## src/pig_pkg.sv

```systemverilog
`timescale 1ns / 1ps
// shared types and codes for the primitive index generator
// no dependencies; imported by pig_ctrl, pig_datapath and the top level
package pig_pkg;

  // defaults for the top level parameters
  localparam int MAX_VERTS_DEF  = 32;
  localparam int INDEX_BITS_DEF = 16;

  // width of the index fields on the result channel
  localparam int OUT_W = 16;

  // hard cap on the primitives one command may yield
  localparam int RESULT_CAP = 32;

  // command codes
  localparam logic [1:0] CMD_ADD   = 2'd0;
  localparam logic [1:0] CMD_MULTI = 2'd1;
  localparam logic [1:0] CMD_CLEAR = 2'd2;

  // topology register codes
  localparam logic [1:0] TOPO_TRI   = 2'd0;
  localparam logic [1:0] TOPO_LINE  = 2'd1;
  localparam logic [1:0] TOPO_POINT = 2'd2;

  // corner counts
  localparam logic [1:0] CORNERS_POINT = 2'd1;
  localparam logic [1:0] CORNERS_LINE  = 2'd2;
  localparam logic [1:0] CORNERS_TRI   = 2'd3;

  // emission patterns
  localparam logic [2:0] MODE_FAN_DESC = 3'd0; // (0, d, d-1), d falling
  localparam logic [2:0] MODE_FAN_SWAP = 3'd1; // (0, d-1, d), d falling
  localparam logic [2:0] MODE_FAN_ASC  = 3'd2; // (0, k+2, k+1)
  localparam logic [2:0] MODE_SPHERE   = 3'd3; // ring strip plus two closing triangles
  localparam logic [2:0] MODE_LINE     = 3'd4; // (k, k+1)
  localparam logic [2:0] MODE_POINT    = 3'd5; // (k)

  // controller to datapath
  typedef struct packed {
    logic load;    // input beat taken
    logic step;    // result beat taken, more to come
    logic finish;  // final result beat taken
  } pig_cmd_t;

  // datapath to controller
  typedef struct packed {
    logic start;   // decoded command yields at least one primitive
    logic last;    // current primitive is the final one
  } pig_stat_t;

endpackage

```

## src/pig_ctrl.sv

```systemverilog
`timescale 1ns / 1ps
// control state machine of the primitive index generator
// depends on pig_pkg for the command and status structs
module pig_ctrl (
  input  logic                clk,
  input  logic                rst,
  input  logic                in_valid,
  output logic                in_stall,
  output logic                out_valid,
  input  logic                out_stall,
  input  pig_pkg::pig_stat_t  stat,
  output pig_pkg::pig_cmd_t   cmd
);
  import pig_pkg::*;

  localparam logic S_IDLE = 1'b0;
  localparam logic S_RUN  = 1'b1;

  logic state;
  logic state_next;

  always_comb begin
    state_next = state;
    cmd        = '0;
    in_stall   = 1'b1;
    out_valid  = 1'b0;
    case (state)
      S_IDLE: begin
        in_stall = 1'b0;
        if (in_valid) begin
          cmd.load = 1'b1;
          if (stat.start) begin
            state_next = S_RUN;
          end
        end
      end
      S_RUN: begin
        out_valid = 1'b1;
        if (!out_stall) begin
          if (stat.last) begin
            cmd.finish = 1'b1;
            state_next = S_IDLE;
          end else begin
            cmd.step = 1'b1;
          end
        end
      end
      default: begin
        state_next = S_IDLE;
      end
    endcase
  end

  always_ff @(posedge clk) begin
    if (rst) begin
      state <= S_IDLE;
    end else begin
      state <= state_next;
    end
  end

  // final beat returns to idle
  a_last_to_idle: assert property (@(posedge clk) disable iff (rst)
    (out_valid && !out_stall && stat.last) |=> (state == S_IDLE))
    else $error("controller did not return to idle after the final beat");

  // a command with work starts emitting
  a_start_run: assert property (@(posedge clk) disable iff (rst)
    (in_valid && !in_stall && stat.start) |=> (state == S_RUN))
    else $error("command with primitives did not start emitting");

  // a stalled result is held
  a_stall_hold: assert property (@(posedge clk) disable iff (rst)
    (state == S_RUN && out_stall) |=> (state == S_RUN && !cmd.load))
    else $error("result dropped while stalled");

endmodule

```

## src/pig_datapath.sv

```systemverilog
`timescale 1ns / 1ps
// datapath: command decode, vertex base, step counter and index arithmetic
// depends on pig_pkg for codes and the command and status structs
module pig_datapath #(
  parameter int MAX_VERTS  = pig_pkg::MAX_VERTS_DEF,
  parameter int INDEX_BITS = pig_pkg::INDEX_BITS_DEF
) (
  input  logic                clk,
  input  logic                rst,
  input  logic                cfg_we,
  input  logic [1:0]          cfg_data,
  input  logic [1:0]          command,
  input  logic [5:0]          vertex_count,
  input  logic                sphere_hint,
  input  logic                ccw,
  input  pig_pkg::pig_cmd_t   cmd,
  output pig_pkg::pig_stat_t  stat,
  output logic [15:0]         index_a,
  output logic [15:0]         index_b,
  output logic [15:0]         index_c,
  output logic [1:0]          corners,
  output logic                last
);
  import pig_pkg::*;

  localparam int LIM    = (MAX_VERTS < RESULT_CAP) ? MAX_VERTS : RESULT_CAP;
  localparam int CNT_W  = $clog2(LIM + 1);
  localparam int BASE_W = (INDEX_BITS < OUT_W) ? INDEX_BITS : OUT_W;

  logic [1:0]        topology;
  logic [BASE_W-1:0] vertex_base;
  logic [2:0]        mode;
  logic [CNT_W-1:0]  n_r;
  logic [CNT_W-1:0]  count_r;
  logic [CNT_W-1:0]  adv_r;
  logic [CNT_W-1:0]  k;

  // decode of the incoming command
  logic [CNT_W-1:0]  nsat;
  logic [CNT_W-1:0]  sph_cnt;
  logic [2:0]        dec_mode;
  logic [CNT_W-1:0]  dec_count;
  logic [CNT_W-1:0]  dec_adv;
  logic              dec_clear;

  always_comb begin
    nsat      = (vertex_count > 6'(LIM)) ? CNT_W'(LIM) : CNT_W'(vertex_count);
    sph_cnt   = ((nsat - CNT_W'(2)) & ~CNT_W'(1)) + CNT_W'(2);
    dec_mode  = MODE_POINT;
    dec_count = '0;
    dec_adv   = '0;
    dec_clear = 1'b0;
    case (command)
      CMD_CLEAR: begin
        dec_clear = 1'b1;
      end
      CMD_MULTI: begin
        if (topology == TOPO_TRI) begin
          dec_mode  = ccw ? MODE_FAN_DESC : MODE_FAN_SWAP;
          dec_adv   = nsat;
          dec_count = (nsat >= CNT_W'(3)) ? nsat - CNT_W'(2) : '0;
        end
      end
      CMD_ADD: begin
        case (topology)
          TOPO_TRI: begin
            if (nsat >= CNT_W'(3)) begin
              if (sphere_hint) begin
                dec_mode  = MODE_SPHERE;
                dec_count = sph_cnt;
                dec_adv   = sph_cnt;
              end else begin
                dec_mode  = ccw ? MODE_FAN_ASC : MODE_FAN_DESC;
                dec_count = nsat - CNT_W'(2);
                dec_adv   = nsat;
              end
            end
          end
          TOPO_LINE: begin
            if (nsat >= CNT_W'(2)) begin
              dec_mode  = MODE_LINE;
              dec_count = nsat - CNT_W'(1);
              dec_adv   = nsat;
            end
          end
          TOPO_POINT: begin
            dec_mode  = MODE_POINT;
            dec_count = nsat;
            dec_adv   = nsat;
          end
          default: begin
            dec_count = '0;
          end
        endcase
      end
      default: begin
        dec_count = '0;
      end
    endcase
  end

  assign stat.start = (dec_count != '0);
  assign stat.last  = (k == count_r - CNT_W'(1));

  always_ff @(posedge clk) begin
    if (rst) begin
      topology    <= TOPO_TRI;
      vertex_base <= '0;
    end else begin
      if (cfg_we) begin
        topology <= cfg_data;
      end
      if (cmd.load && dec_count == '0) begin
        vertex_base <= dec_clear ? '0 : vertex_base + BASE_W'(dec_adv);
      end else if (cmd.finish) begin
        vertex_base <= vertex_base + BASE_W'(adv_r);
      end
    end
  end

  always_ff @(posedge clk) begin
    if (cmd.load) begin
      mode    <= dec_mode;
      n_r     <= nsat;
      count_r <= dec_count;
      adv_r   <= dec_adv;
      k       <= '0;
    end else if (cmd.step) begin
      k <= k + CNT_W'(1);
    end
  end

  // tuple offsets for the current step
  logic [CNT_W-1:0] d;
  logic [CNT_W-1:0] off_a;
  logic [CNT_W-1:0] off_b;
  logic [CNT_W-1:0] off_c;
  logic             use_b;
  logic             use_c;

  always_comb begin
    d       = n_r - CNT_W'(1) - k;
    off_a   = '0;
    off_b   = '0;
    off_c   = '0;
    use_b   = 1'b1;
    use_c   = 1'b1;
    corners = CORNERS_TRI;
    case (mode)
      MODE_FAN_DESC: begin
        off_b = d;
        off_c = d - CNT_W'(1);
      end
      MODE_FAN_SWAP: begin
        off_b = d - CNT_W'(1);
        off_c = d;
      end
      MODE_FAN_ASC: begin
        off_b = k + CNT_W'(2);
        off_c = k + CNT_W'(1);
      end
      MODE_SPHERE: begin
        if (stat.last) begin
          off_a = CNT_W'(1);
          off_c = n_r - CNT_W'(1);
        end else if (k == count_r - CNT_W'(2)) begin
          off_b = n_r - CNT_W'(2);
          off_c = n_r - CNT_W'(1);
        end else if (k[0]) begin
          off_a = k + CNT_W'(2);
          off_b = k + CNT_W'(1);
          off_c = k;
        end else begin
          off_a = k + CNT_W'(2);
          off_b = k;
          off_c = k + CNT_W'(1);
        end
      end
      MODE_LINE: begin
        off_a   = k;
        off_b   = k + CNT_W'(1);
        use_c   = 1'b0;
        corners = CORNERS_LINE;
      end
      MODE_POINT: begin
        off_a   = k;
        use_b   = 1'b0;
        use_c   = 1'b0;
        corners = CORNERS_POINT;
      end
      default: begin
        off_a = '0;
      end
    endcase
  end

  logic [BASE_W-1:0] sum_a;
  logic [BASE_W-1:0] sum_b;
  logic [BASE_W-1:0] sum_c;

  assign sum_a   = vertex_base + BASE_W'(off_a);
  assign sum_b   = vertex_base + BASE_W'(off_b);
  assign sum_c   = vertex_base + BASE_W'(off_c);
  assign index_a = OUT_W'(sum_a);
  assign index_b = use_b ? OUT_W'(sum_b) : '0;
  assign index_c = use_c ? OUT_W'(sum_c) : '0;
  assign last    = stat.last;

endmodule

```

## src/primitive_index_generator_top.sv

```systemverilog
`timescale 1ns / 1ps
// top level of the primitive index generator: ports, config handshake, wiring
// depends on pig_pkg, pig_ctrl and pig_datapath
//
// channel   direction  handshake            payload
// in        input      in_valid / in_stall  command, vertex_count, sphere_hint, ccw
// out       output     out_valid/out_stall  index_a, index_b, index_c, corners, last
// cfg       input      cfg_valid/cfg_ready  cfg_data (topology)
//
// a command is accepted while idle, then its P primitives go out one per cycle
// while out_stall is low (P at most 32), counted by the step counter
// commands that yield nothing complete in their accept cycle
// rst is synchronous: topology returns to triangle list, vertex base to zero
// a stall on the result side holds the current primitive and its indices
// in_stall stays high from the accept until the final result beat is taken
module primitive_index_generator_top #(
  parameter int MAX_VERTS  = pig_pkg::MAX_VERTS_DEF,
  parameter int INDEX_BITS = pig_pkg::INDEX_BITS_DEF
) (
  input  logic        clk,
  input  logic        rst,
  // configuration write
  input  logic        cfg_valid,
  output logic        cfg_ready,
  input  logic [1:0]  cfg_data,
  // command channel
  input  logic        in_valid,
  output logic        in_stall,
  input  logic [1:0]  command,
  input  logic [5:0]  vertex_count,
  input  logic        sphere_hint,
  input  logic        ccw,
  // primitive channel
  output logic        out_valid,
  input  logic        out_stall,
  output logic [15:0] index_a,
  output logic [15:0] index_b,
  output logic [15:0] index_c,
  output logic [1:0]  corners,
  output logic        last
);
  import pig_pkg::*;

  pig_cmd_t  cmd;
  pig_stat_t stat;

  // topology may be written at any time the block is idle
  assign cfg_ready = 1'b1;

  // sequencing: idle / emitting
  pig_ctrl u_ctrl (
    .clk       (clk),
    .rst       (rst),
    .in_valid  (in_valid),
    .in_stall  (in_stall),
    .out_valid (out_valid),
    .out_stall (out_stall),
    .stat      (stat),
    .cmd       (cmd)
  );

  // decode, base register and per-step index arithmetic
  pig_datapath #(
    .MAX_VERTS  (MAX_VERTS),
    .INDEX_BITS (INDEX_BITS)
  ) u_datapath (
    .clk          (clk),
    .rst          (rst),
    .cfg_we       (cfg_valid & cfg_ready),
    .cfg_data     (cfg_data),
    .command      (command),
    .vertex_count (vertex_count),
    .sphere_hint  (sphere_hint),
    .ccw          (ccw),
    .cmd          (cmd),
    .stat         (stat),
    .index_a      (index_a),
    .index_b      (index_b),
    .index_c      (index_c),
    .corners      (corners),
    .last         (last)
  );

endmodule
```

## config.mk

```make
export PLATFORM = sky130hd
export DESIGN_NAME = primitive_index_generator_top
export DESIGN_NICKNAME = d
export VERILOG_FILES = /design/src/pig_pkg.sv /design/src/pig_ctrl.sv /design/src/pig_datapath.sv /design/src/primitive_index_generator_top.sv
export SDC_FILE = /design/constraint.sdc
export NUM_CORES = 1
export LEC_CHECK = 0
export ABC_AREA = 1
export BUFFER_PORTS_ARGS = -buffer_cell sky130_fd_sc_hd__buf_2
export CORE_ASPECT_RATIO = 0.9
export CORE_MARGIN = 4
export CORE_UTILIZATION = 60
export CTS_CLUSTER_SIZE = 10
export DETAILED_ROUTE_END_ITERATION = 10
export HOLD_SLACK_MARGIN = 0.03
export PLACE_DENSITY = 0.91
export SLEW_MARGIN = 25
export SYNTH_ARGS = -nofsm -noshare
export SYNTH_HDL_FRONTEND = slang
export SYNTH_HIERARCHICAL = 1
export SYNTH_SLANG_ARGS = --single-unit
```

## constraint.sdc

```tcl
create_clock -name clk -period 12.2 [get_ports clk]
set_input_delay 3.05 -clock clk [delete_from_list [all_inputs] [get_ports clk]]
set_output_delay 3.05 -clock clk [all_outputs]
set_load 0.05 [all_outputs]
```

# --- Word-level counts from Yosys, hierarchy flattened ---
# Index checks and enable logic that the tools add are counted.
# Widths: inputs -> output; s select.
word_totals:
  register_bits: 46
  latchBits: 0
  mem_bits_rw: 0
  rom_bits: 0
  input_bits: 17
  out_inout_bits: 54
  word_cells: 98
  memories: 0
classes:
  addsub: 16
  mul: 0
  div: 0
  n_lt_le_gt_ge: 3
  n_eq_ne: 11
  shifts: 0
  muxes: 51
  bitwise: 1
  reduce_logical: 8
ops:
  columns: ["op", "n"]
  rows:
  - ["$mux 6", 18]
  - ["$add 16x6->16", 5]
  - ["$mux 16", 5]
  - ["$pmux 6 s2", 3]
  - ["$pmux 6 s3", 2]
  - ["$pmux 6 s5", 1]
  - ["$pmux 6 s4", 1]
  - ["$sub 6x1->6 const B", 4]
  - ["$sub 6x2->6 const B", 3]
  - ["$add 6x2->6 const B", 2]
  - ["$eq 6x6->1", 2]
  - ["$ge 6x2->1 const B", 2]
  - ["$pmux 3 s2", 2]
  - ["$mux 1", 11]
  - ["$mux 3", 3]
  - ["$add 6x1->6 const B", 1]
  - ["$eq 3x2->1 const B", 2]
  - ["$eq 3x3->1 const B", 2]
  - ["$gt 6x6->1 const B", 1]
  - ["$logic_not 6->1", 1]
  - ["$mux 2", 3]
  - ["$reduce_bool 6->1", 1]
  - ["$sub 6x6->6", 1]
  - ["$eq 2x1->1 const B", 2]
  - ["10 further kinds", 12]

# --- Logic depth before layout (Yosys ltp) ---
# Gate-level depths: netlist of the first run.
depth:
  word_depth: 12
  depth_mapped: 28
  depth_no_buf: 28

# --- Hierarchy ---
# Netlist of the first run, hierarchy kept.
modules_own_cells:
  columns: ["module", "n_inst", "cells_per_inst", "area_each_um2", "seq_area_each_um2"]
  rows:
  - ["pig_datapath", 1, 927, 5859.4, 1111.1]
  - ["pig_ctrl", 1, 13, 80.1, 20.0]
  - ["primitive_index_generator_top", 1, 2, 11.3, 0.0]

# --- Worst setup path before layout of the first run ---
# No wires, ideal clock.
synth_timing:
  path_kind: "reg2out"
  start: "reg u_datapath.n_r[0]"
  end: "out index_b[13]"
  arrival_time_ps: 4439
  t_required_ps: 9150
  slack_ps: 4711
  stages_incl_launch_ff: 25
  n_path_buf: 0
  path_cell_list: "edfxtp_1 > inv_1 > ha_1 > xnor2_1 > inv_1 > ha_1 > a21oi_1 > nand2_1 > or2_2 > nand2_1 > xnor2_1 > nand2_1 > o221ai_1 > a31oi_1 > o21ai_0 > ha_1 > nand2_1 > nand2_1 > a21oi_1 > nor2_1 > o21ai_0 > inv_1 > nand2_1 > nor3_1 > nor3_1"
synth_between:
  elab_chain_cells: 6
  elab_cells_between_ends: 9
  cone_classes: "add/sub: 5; mux: 4"
synth_lines:
  columns: ["element", "line", "text"]
  rows:
  - ["from (decl)", "pig_datapath.sv:33", "logic [CNT_W-1:0] n_r;"]
  - ["from (signal assigned)", "pig_datapath.sv:124", "n_r <= nsat;"]
  - ["$sub 6x1->6 / $sub 6x2->6 (equally long branches)", "pig_datapath.sv:142, pig_datapath.sv:167", null]
  - ["$sub 6x6->6 / $mux 6 (equally long branches)", "pig_datapath.sv:142, pig_datapath.sv:166", null]
  - ["$sub 6x1->6 / $mux 6 (equally long branches)", "pig_datapath.sv:155, pig_datapath.sv:163", null]
  - ["$pmux 6 s5 (*)", "pig_datapath.sv:149", "case (mode)"]
  - ["$add 16x6->16 (*)", "pig_datapath.sv:202", "assign sum_b = vertex_base + BASE_W'(off_b);"]
  - ["$mux 16 (*)", "pig_datapath.sv:205", "assign index_b = use_b ? OUT_W'(sum_b) : '0;"]
  - ["to (decl)", "primitive_index_generator_top.sv:37", "output logic [15:0] index_b,"]
# Mark *: on every way between the ends. The rest lies on a longest branch, timed or not.

# --- Final worst setup path of the first run ---
# Ends and elaborated chain as after synthesis.

==> results.cfg, run 1 <==
[global_route]
antenna_found_initial = 0
grt_use_total_pct = 28.74
grt_pass1_vias = 5636
overflow = 0
grt_pass1_wl_um = 27250
grt_start_max_net_pins = 29

[worst_setup_path]
crit_top_cell = nand2_1
cp.arrival_ps = 4960
critPathLaunchType = flop
rrSetupSlack_ps = 8810
cp.buffers_inverters = 4
critical_path.top_delay_family = simple AND/OR/NAND/NOR gates
critPathCaptureType = primary output
cp-startpoint = u_datapath/n_r[0]
crit_fanout = 5
crit_type = reg -> out
required_ps = 9150
r2r-start = u_datapath/topology[1]
slowest_stage = edfxtp_1
max_stage_delay_ps = 420

[synth]
synth_nets = 1015
ys_seq_area_share_pct = 19.01
syn_inst = 942
yosys_warnings = 6
synth-seq-cells = 46
synth_top_area_share_pct = 13.50
synth.cell_area_sq_um = 5951
post-synth-top-area-cell = nand2_1
netlist_top_cells_area = nand2_1 13%, edfxtp_1 11%, ha_1 11%, inv_1 8.5%, dfxtp_1 8.4%
synth_area_per_cell_sq_um = 6.317
synth_cell_types = 48

[final_layout]
drive_gt1_share_pct = 10.92
instances_no_fill = 1124
nNetsFinal = 1070
antenna_cells = 0
final_common_cell = nand2_1
final_cell_mix = 214 x nand2_1, 134 x inv_1, 104 x nor2_1
syn_to_final_growth_pct = 8.831

[sta]
slew_viol_final = 0
rsz0062_at_grt = false
fin_ws_ps = 4186
finalSetupTns_ps = 0
min_period_ps = 8014
slew_headroom_pct = 49.62
hold_slack_ps = 527.1
fin_skew_ps = 14.84
finalSetupViolations = 0
fmax_mhz = 124.8
hold_viol_final = 0
tightest_slew_ps = 747.8
finalCritPeriodShare_pct = 65.69

[clocking]
cts_hold_buf = 0
htree_levels = 2
clkTransAtPathRegs_ps = 100
clock-root-buffer = clkbuf_8
clock_path_buffers = 2
cts_setup_buffers = 0
cts.sinks = 46
cts_buffers = 5
insertion_delay_ps = 310
post_cts_resized = 0
cts_tree = yes

[floorplanning]
ios = 71
start_util_pct = 61.62
die_y_um = 102.5
die-width_um = 113.0
core-area_sq_um = 9657
rows = 34
die_area_sq_um = 11580

[drt]
drc = 0
ant_nets = 0
drt_wl_total_um = 17000
wl_per_cell_um = 15.13
drtPass1Iterations = 6
routed-via-count = 6449
drt-initial-drc-count = 683
viasPerCell = 5.738

[job]
cap_violations = 0

[power]
p_sw_share_pct = 50.30
p_sw_uw = 359.3
power.leakage_nw = 3.301
intPower_uw = 355.0
p_comb_share_pct = 55.0
seq_power_share_pct = 28.5
p_per_area_nw_per_um2 = 110.3
power_frac_clock_pct = 16.6
peakVddDrop_uv = 70.49

[placed_design]
dpl.hpwl_um = 13580
dp_cells = 1116
preCtsSetupSlack_ps = 4665
io_buffers = 69
gp_congestion = 1.049

[outcome]
outcome = finished clean

[min_path]
hold_class = reg -> reg
min-delay-start = u_datapath/topology[0]
[power by group through the flow]
stage,clock network (mW),logic [mW],registers (mW)
final,0.118,0.393,0.203
after detailed placement,0,0.384,0.206
after CTS,0.121,0.386,0.202
after global placement,0,0.382,0.205
after global routing,0.126,0.426,0.206
after floorplan,0,0.310,0.193
[through the flow]
| stage | cell area [sq um] | util, % | power [mW] |
|---|---|---|---|
| 3_5_place_dp | 6364 | 65.90 | 0.5896 |
| 4_1_cts | 6476 | 67.06 | 0.7095 |
| 6_report | 6476 | 67.06 | 0.7143 |
| 3_3_place_gp | 6364 | 65.90 | 0.5875 |
| 2_1_floorplan | 5951 | - | 0.5031 |
| 5_1_grt | 6476 | 67.06 | 0.7573 |
[cells by family after synthesis]
group / count (synthesis) / synth area share [%]
DFF: 46 / 19.01
adders and majority gates: 56 / 12.53
xor gates and xnor gates: 65 / 9.567
AOI/OAI and AO/OA: 184 / 17.22
buffers and inverters: 163 / 10.64
and+or+nand+nor: 427 / 30.97
other: 1 / 0.06302
[flip-flops by register name (all words and copies together), names as in the netlist]
signal / cells
u_ctrl/state: 1
u_datapath/adv_r: 6
u_datapath/count_r: 6
u_datapath/k: 6
u_datapath/mode: 3
u_datapath/n_r: 6
u_datapath/topology: 2
u_datapath/vertex_base: 16
[cell type report]
| type | count | area (sq um) |
|---|---|---|
| Tap cell | 126 | 157.7 |
| Inverter | 140 | 525.5 |
| Fill cell | 864 | 3181 |
| Clock buffer | 5 | 68.82 |
| Timing Repair Buffer | 71 | 360.3 |
| Clock inverter | 3 | 43.79 |
| Sequential cell | 46 | 1131 |
| Multi-Input combinational cell | 733 | 4189 |
[path summary, 6_finish.rpt]
| check | to | cells after the start |
|---|---|---|
| worst min-delay path | u_datapath/topology[0] | 2 |
| worst min register to register | u_datapath/topology[0] | 2 |
| worst max register to register | u_datapath/vertex_base[13] | 16 |
| worst max-delay path | index_b[13] | 25 |
[per-layer routing]
layer / track usage [%] / up-vias / share of wire [%]
met5: 0 / - / 0
li1: - / 3196 / -
met3: 5.151 / 41 / 11
met1: 40.39 / 2825 / 43
met4: 9.150 / 0 / 2.4
met2: 45.08 / 387 / 43
[synthesized netlist by cell type, drive strengths merged]
cell type	number
or2	6
buf	6
o221ai	3
o2111ai	6
a21boi	3
a21o	1
a221oi	1
conb	1
xnor2	19
nand3	58
fa	6
edfxtp	21
clkbuf	17
a31oi	3
nor3b	2
nand4	7
inv	138
o22ai	8
and2	1
a21oi	74
nand2	219
ha	50
o21a	1
a31o	1
dfxtp	25
nor2	111
o221a	1
xor2	46
o21ai	76
nor4	1
o211ai	4
nor3	19
a22oi	1
nand3b	3
clkinv	2
a211oi	1
[worst register-to-register path, cell delays in order, from the launching register on]
cell,delay (ps)
dfxtp_1,350
nor2_1,530
nand2_1,290
nand2_1,160
o21ai_0,110
nor2_1,260
ha_1,210
a21oi_1,60
and2_1,160
o221ai_1,390
nand2_1,190
nor2_1,150
xor2_1,160
nand2_1,70
nand2_1,70
nand2_1,50
a21oi_1,120
Note: power is estimated with default switching activity, not from simulation.
==> inputs of run 2 (changes only) <==
Settings changed: CORE_UTILIZATION 60 to 55, PLACE_DENSITY 0.91 to 0.88.
Clock period 12.2 ns to 7.37 ns, I/O delays scaled along.
==> run 2 against run 1 <==
Net effect:
- flip-flop and latch count stayed put
- via count is 1.3% higher
- combinational power is 66% higher
- critical path type unchanged
- clock skew is 4.8 ps lower
- worst hold slack lost 14 ps
- final cell count is 0.18% higher
- die area rose by 8.4%
- final area is 0.87% higher
- largest power group unchanged
- critical path depth stayed put
- register-to-register slack got worse by 4800 ps
==> results.cfg, run 2 (synthesized netlist as in run 1, its figures left out) <==
[clocking]
post_cts_resized = 0
clkTransAtPathRegs_ps = 70
clock_path_buffers = 2
insertion_delay_ps = 290
cts_setup_buffers = 0
cts.sinks = 46
clock-root-buffer = clkbuf_16
htree_levels = 2
cts_buffers = 5
cts_hold_buf = 0
cts_tree = yes

[final_layout]
nNetsFinal = 1069
final_cell_mix = 214 x nand2_1, 134 x inv_1, 104 x nor2_1
final_common_cell = nand2_1
largest_reg_flops = 16
drive_gt1_share_pct = 10.83
fillers = 952
syn_to_final_growth_pct = 9.777
multi_input_area_sq_um = 4189
antenna_cells = 0
top_register = u_datapath/vertex_base
final_util_pct = 62.68
regArea_sq_um = 1131

[worst_setup_path]
cp.arrival_ps = 4920
reg2reg_depth = 17
critPathCaptureType = primary output
crit_type = reg -> out
critPathLaunchType = flop
required_ps = 5530
crit_fanout = 5
rrSetupSlack_ps = 3990

[sta]
fin_skew_ps = 9.992
tightest_slew_ps = 901.6
finalSetupViolations = 0
fmax_mhz = 147.8
finalCritPeriodShare_pct = 91.80
rsz0062_at_grt = false
finalSetupTns_ps = 0
hold_viol_final = 0
slew_headroom_pct = 39.67
slew_viol_final = 0
min_period_ps = 6766

[job]
cap_violations = 0

[global_route]
grt_use_total_pct = 28.14
grt_start_max_net_pins = 29
antenna_found_initial = 0
overflow = 0
grt_pass1_vias = 6088
grt_pass1_wl_um = 29550

[drt]
drt-initial-drc-count = 810
ant_nets = 0
viasPerCell = 5.799
wl_met2_um = 7578
dr.max_layer_used = met4
wl_met1_um = 7593
routed-via-count = 6530
drtPass1Iterations = 6
drc = 0
wl_per_cell_um = 15.59
drt_wl_total_um = 17550
met3_length_um = 1973

[floorplanning]
rows = 35
die_area_sq_um = 12550
core-area_sq_um = 10420
die_y_um = 106.7
die-width_um = 117.6
start_util_pct = 57.09
ios = 71

[placed_design]
io_buffers = 69
gp_congestion = 1.079
dpl.hpwl_um = 13990

[outcome]
outcome = finished clean

[power]
peakVddDrop_uv = 95.30
p_per_area_nw_per_um2 = 192.4
power.leakage_nw = 3.322

[min_path]
hold_depth = 2
hold_class = reg -> reg
==> run 2: final cells by class <==
cell class | instances | share of cell area (%)
Clock buffer | 5 | 1.915
Clock inverter | 3 | 0.7278
Inverter | 140 | 8.044
Multi-Input combinational cell | 733 | 64.13
Sequential cell | 46 | 17.31
Tap cell | 129 | 2.471
Timing Repair Buffer | 70 | 5.401
==> run 2: final timing paths <==
path | from | end
setup / recovery | u_datapath/n_r[0] | index_b[13]
setup reg to reg | u_datapath/topology[1] | u_datapath/vertex_base[11]
hold / removal | u_datapath/topology[0] | u_datapath/topology[0]
hold reg to reg | u_datapath/topology[0] | u_datapath/topology[0]
==> run 2: report_power, final <==
group          internal (mW)  switching (mW)
combinational          0.192           0.461
clock                  0.163           0.104
sequential             0.294          0.0428
==> run 2: metal layers <==
metal,global-route usage (%),up-vias
li1,-,3191
met1,38.29,2934
met2,44.85,353
met3,5.960,52
met4,9.038,0
met5,0,-
==> run 2: worst max-delay path, stage by stage (launching register included) <==
cell,delay (ps)
edfxtp_1,420
inv_1,120
ha_1,250
xnor2_1,350
inv_1,90
ha_1,350
a21oi_1,160
nand2_1,80
or2_2,290
nand2_1,150
xnor2_1,110
nand2_1,70
o221ai_1,100
a31oi_1,160
o21ai_0,160
ha_1,360
nand2_1,90
nand2_1,50
a21oi_1,190
nor2_1,60
o21ai_0,260
inv_1,150
nand2_1,120
nor3_1,50
nor3_1,180
buf_2,290
==> run 2: per-stage QoR <==
stage               power, mW  worst slack, ps  hold WS [ps]  instances  instance area, sq um
floorplan              0.8328             1089         480.3        942                  5951
finish                  1.257            604.2         513.1       1126                  6533
global placement       0.9766             1098         495.6       1118                  6360
global route            1.336            141.7         555.7       1126                  6533
CTS                     1.246            681.3         515.6       1126                  6533
detailed placement     0.9797             1065         503.9       1118                  6360
==> inputs of run 3 (changes only) <==
Settings changed: CORE_UTILIZATION 55 to 60, PLACE_DENSITY 0.88 to 0.91, REMOVE_ABC_BUFFERS from default to 1.
Clock period 7.37 ns to 7.1 ns, I/O delays scaled along.
==> run 3 against run 2 <==
Net effect:
- clock power fell by 33%
- first-iteration DRC count fell by 8.1%
- core utilization rose by 4.4 points
- largest power group unchanged
- register-to-register slack got worse by 340 ps
- worst hold slack improved by 1.7 ps
- highest routed layer unchanged
- global-route usage rose by 1.7 points
- die area fell by 7.8%
- critical endpoint is now index_b[14]
==> results.cfg, run 3 (synthesized netlist as in run 1, its figures left out) <==
[global_route]
antenna_found_initial = 0
grt_use_total_pct = 29.81
grt_start_max_net_pins = 29
grt_pass1_vias = 5814
busiest_layer = met2
grtUsageMet1_pct = 41.73
overflow = 0
grt.met3_usage_pct = 5.743
use_met2_pct = 46.90
grt_pass1_wl_um = 28040

[sta]
finalCritPeriodShare_pct = 94.97
rsz0062_at_grt = false
finalSetupTns_ps = 0
hold_viol_final = 0
slew_headroom_pct = 44.49
fin_skew_ps = 16.58
slew_viol_final = 0
finalSetupViolations = 0
min_period_ps = 6743
tightest_slew_ps = 824.0
fmax_mhz = 148.3

[floorplanning]
ios = 71
core-area_sq_um = 9657
die_area_sq_um = 11580
start_util_pct = 61.62
rows = 34
die-width_um = 113.0
die_y_um = 102.5

[worst_setup_path]
crit_fanout = 5
critPathCaptureType = primary output
cp.arrival_ps = 4970
r2r-end = u_datapath/vertex_base[13]
reg2reg_depth = 16
worstSetupEndpoint = index_b[14]
critPathLaunchType = flop
cp-startpoint = u_datapath/n_r[0]
required_ps = 5330
r2r-start = u_datapath/topology[1]
rrSetupSlack_ps = 3650
crit_type = reg -> out

[clocking]
insertion_delay_ps = 300
cts_buffers = 5
clock-root-buffer = clkbuf_8
cts.sinks = 46
cts_hold_buf = 0
clkTransAtPathRegs_ps = 90
cts_tree = yes
clock_path_buffers = 2
htree_levels = 2

[min_path]
hold_class = reg -> reg
hold_depth = 2

[outcome]
outcome = finished clean

[final_layout]
largest_reg_flops = 16
antenna_cells = 0
top_register = u_datapath/vertex_base
syn_to_final_growth_pct = 8.831
fillers = 869
final_cell_mix = 214 x nand2_1, 134 x inv_1, 104 x nor2_1
drive_gt1_share_pct = 11.01
final_util_pct = 67.06
nNetsFinal = 1071
final_common_cell = nand2_1

[drt]
drt-initial-drc-count = 744
routed-via-count = 6429
drc = 0
ant_nets = 0
wl_per_cell_um = 15.45
viasPerCell = 5.715
drt_wl_total_um = 17390
drtPass1Iterations = 6

[power]
p_sw_share_pct = 50.62
peakVddDrop_uv = 131.7
p_per_area_nw_per_um2 = 186.1
seq_power_share_pct = 28.8
p_comb_share_pct = 56.3
power_frac_clock_pct = 14.8
p_sw_uw = 609.9
intPower_uw = 595.0
p_total_mw = 1.205
power.leakage_nw = 3.302

[job]
cap_violations = 0

[placed_design]
io_buffers = 69
gp_congestion = 1.050
dpl.hpwl_um = 13770
-- run 3: how the worst min path moves through the flow --
stage / startpoint / endpoint
6_report: u_datapath/topology[0] / u_datapath/topology[0]
5_1_grt: u_datapath/topology[0] / u_datapath/topology[0]
4_1_cts: u_datapath/topology[0] / u_datapath/topology[0]
3_5_place_dp: u_datapath/topology[0] / u_datapath/topology[0]
3_3_place_gp: u_datapath/topology[0] / u_datapath/topology[0]
2_1_floorplan: u_datapath/topology[0] / u_datapath/topology[0]
-- run 3: routing by layer --
layer / vias up / wire length [um]
li1: 3189 / -
met1: 2845 / 7462
met2: 362 / 7565
met3: 33 / 2012
met4: 0 / 346
met5: - / 0
-- run 3: timing repair --
item | 4_1_cts | 5_1_grt
setup endpoints to repair | 0 | 4
buffers inserted | 0 | 0
resized for setup | 0 | 1
-- run 3: per-stage QoR --
| stage | setup slack [ps] | hold WS (ps) | cells | area [sq um] |
|---|---|---|---|---|
| detailed placement | 868.7 | 501.7 | 1117 | 6371 |
| global route | 9.630 | 562.1 | 1125 | 6476 |
| global placement | 829.8 | 501.5 | 1117 | 6371 |
| floorplan | 886.3 | 480.3 | 919 | 5843 |
| finish | 356.8 | 514.8 | 1125 | 6476 |
| CTS | 511.5 | 513.2 | 1125 | 6476 |
-- run 3: cell type report --
cell class	count	area, sq um	share of cell area (%)
clock buffer	7	96.34	1.488
clock inverter	1	8.758	0.1352
inverter	140	525.5	8.114
multi-input combinational	733	4189	64.68
sequential	46	1131	17.47
tap	126	157.7	2.434
timing repair buffer	72	367.9	5.680
-- run 3: power groups by stage --
stage	combinational [mW]	sequential [mW]	clock (mW)
3_3_place_gp	0.659	0.351	0
2_1_floorplan	0.510	0.344	0
3_5_place_dp	0.664	0.351	0
4_1_cts	0.668	0.345	0.181
5_1_grt	0.742	0.351	0.194
6_report	0.679	0.348	0.179
-- run 3: critical path, stage by stage (launching register included) --
cell and delay (ps):
edfxtp_1 420, inv_1 120, ha_1 240, xnor2_1 280, inv_1 80, ha_1 350
a21oi_1 160, nand2_1 80, or2_2 290, nand2_1 150, xnor2_1 110, nand2_1 70
o221ai_1 120, a31oi_1 220, o21ai_0 170, ha_1 370, nand3_1 100, nand3_1 110
nand2_1 90, nand2_1 60, a21oi_1 290, nor2_1 90, nand2_1 90, nor2_1 60
a211oi_1 230, buf_2 300
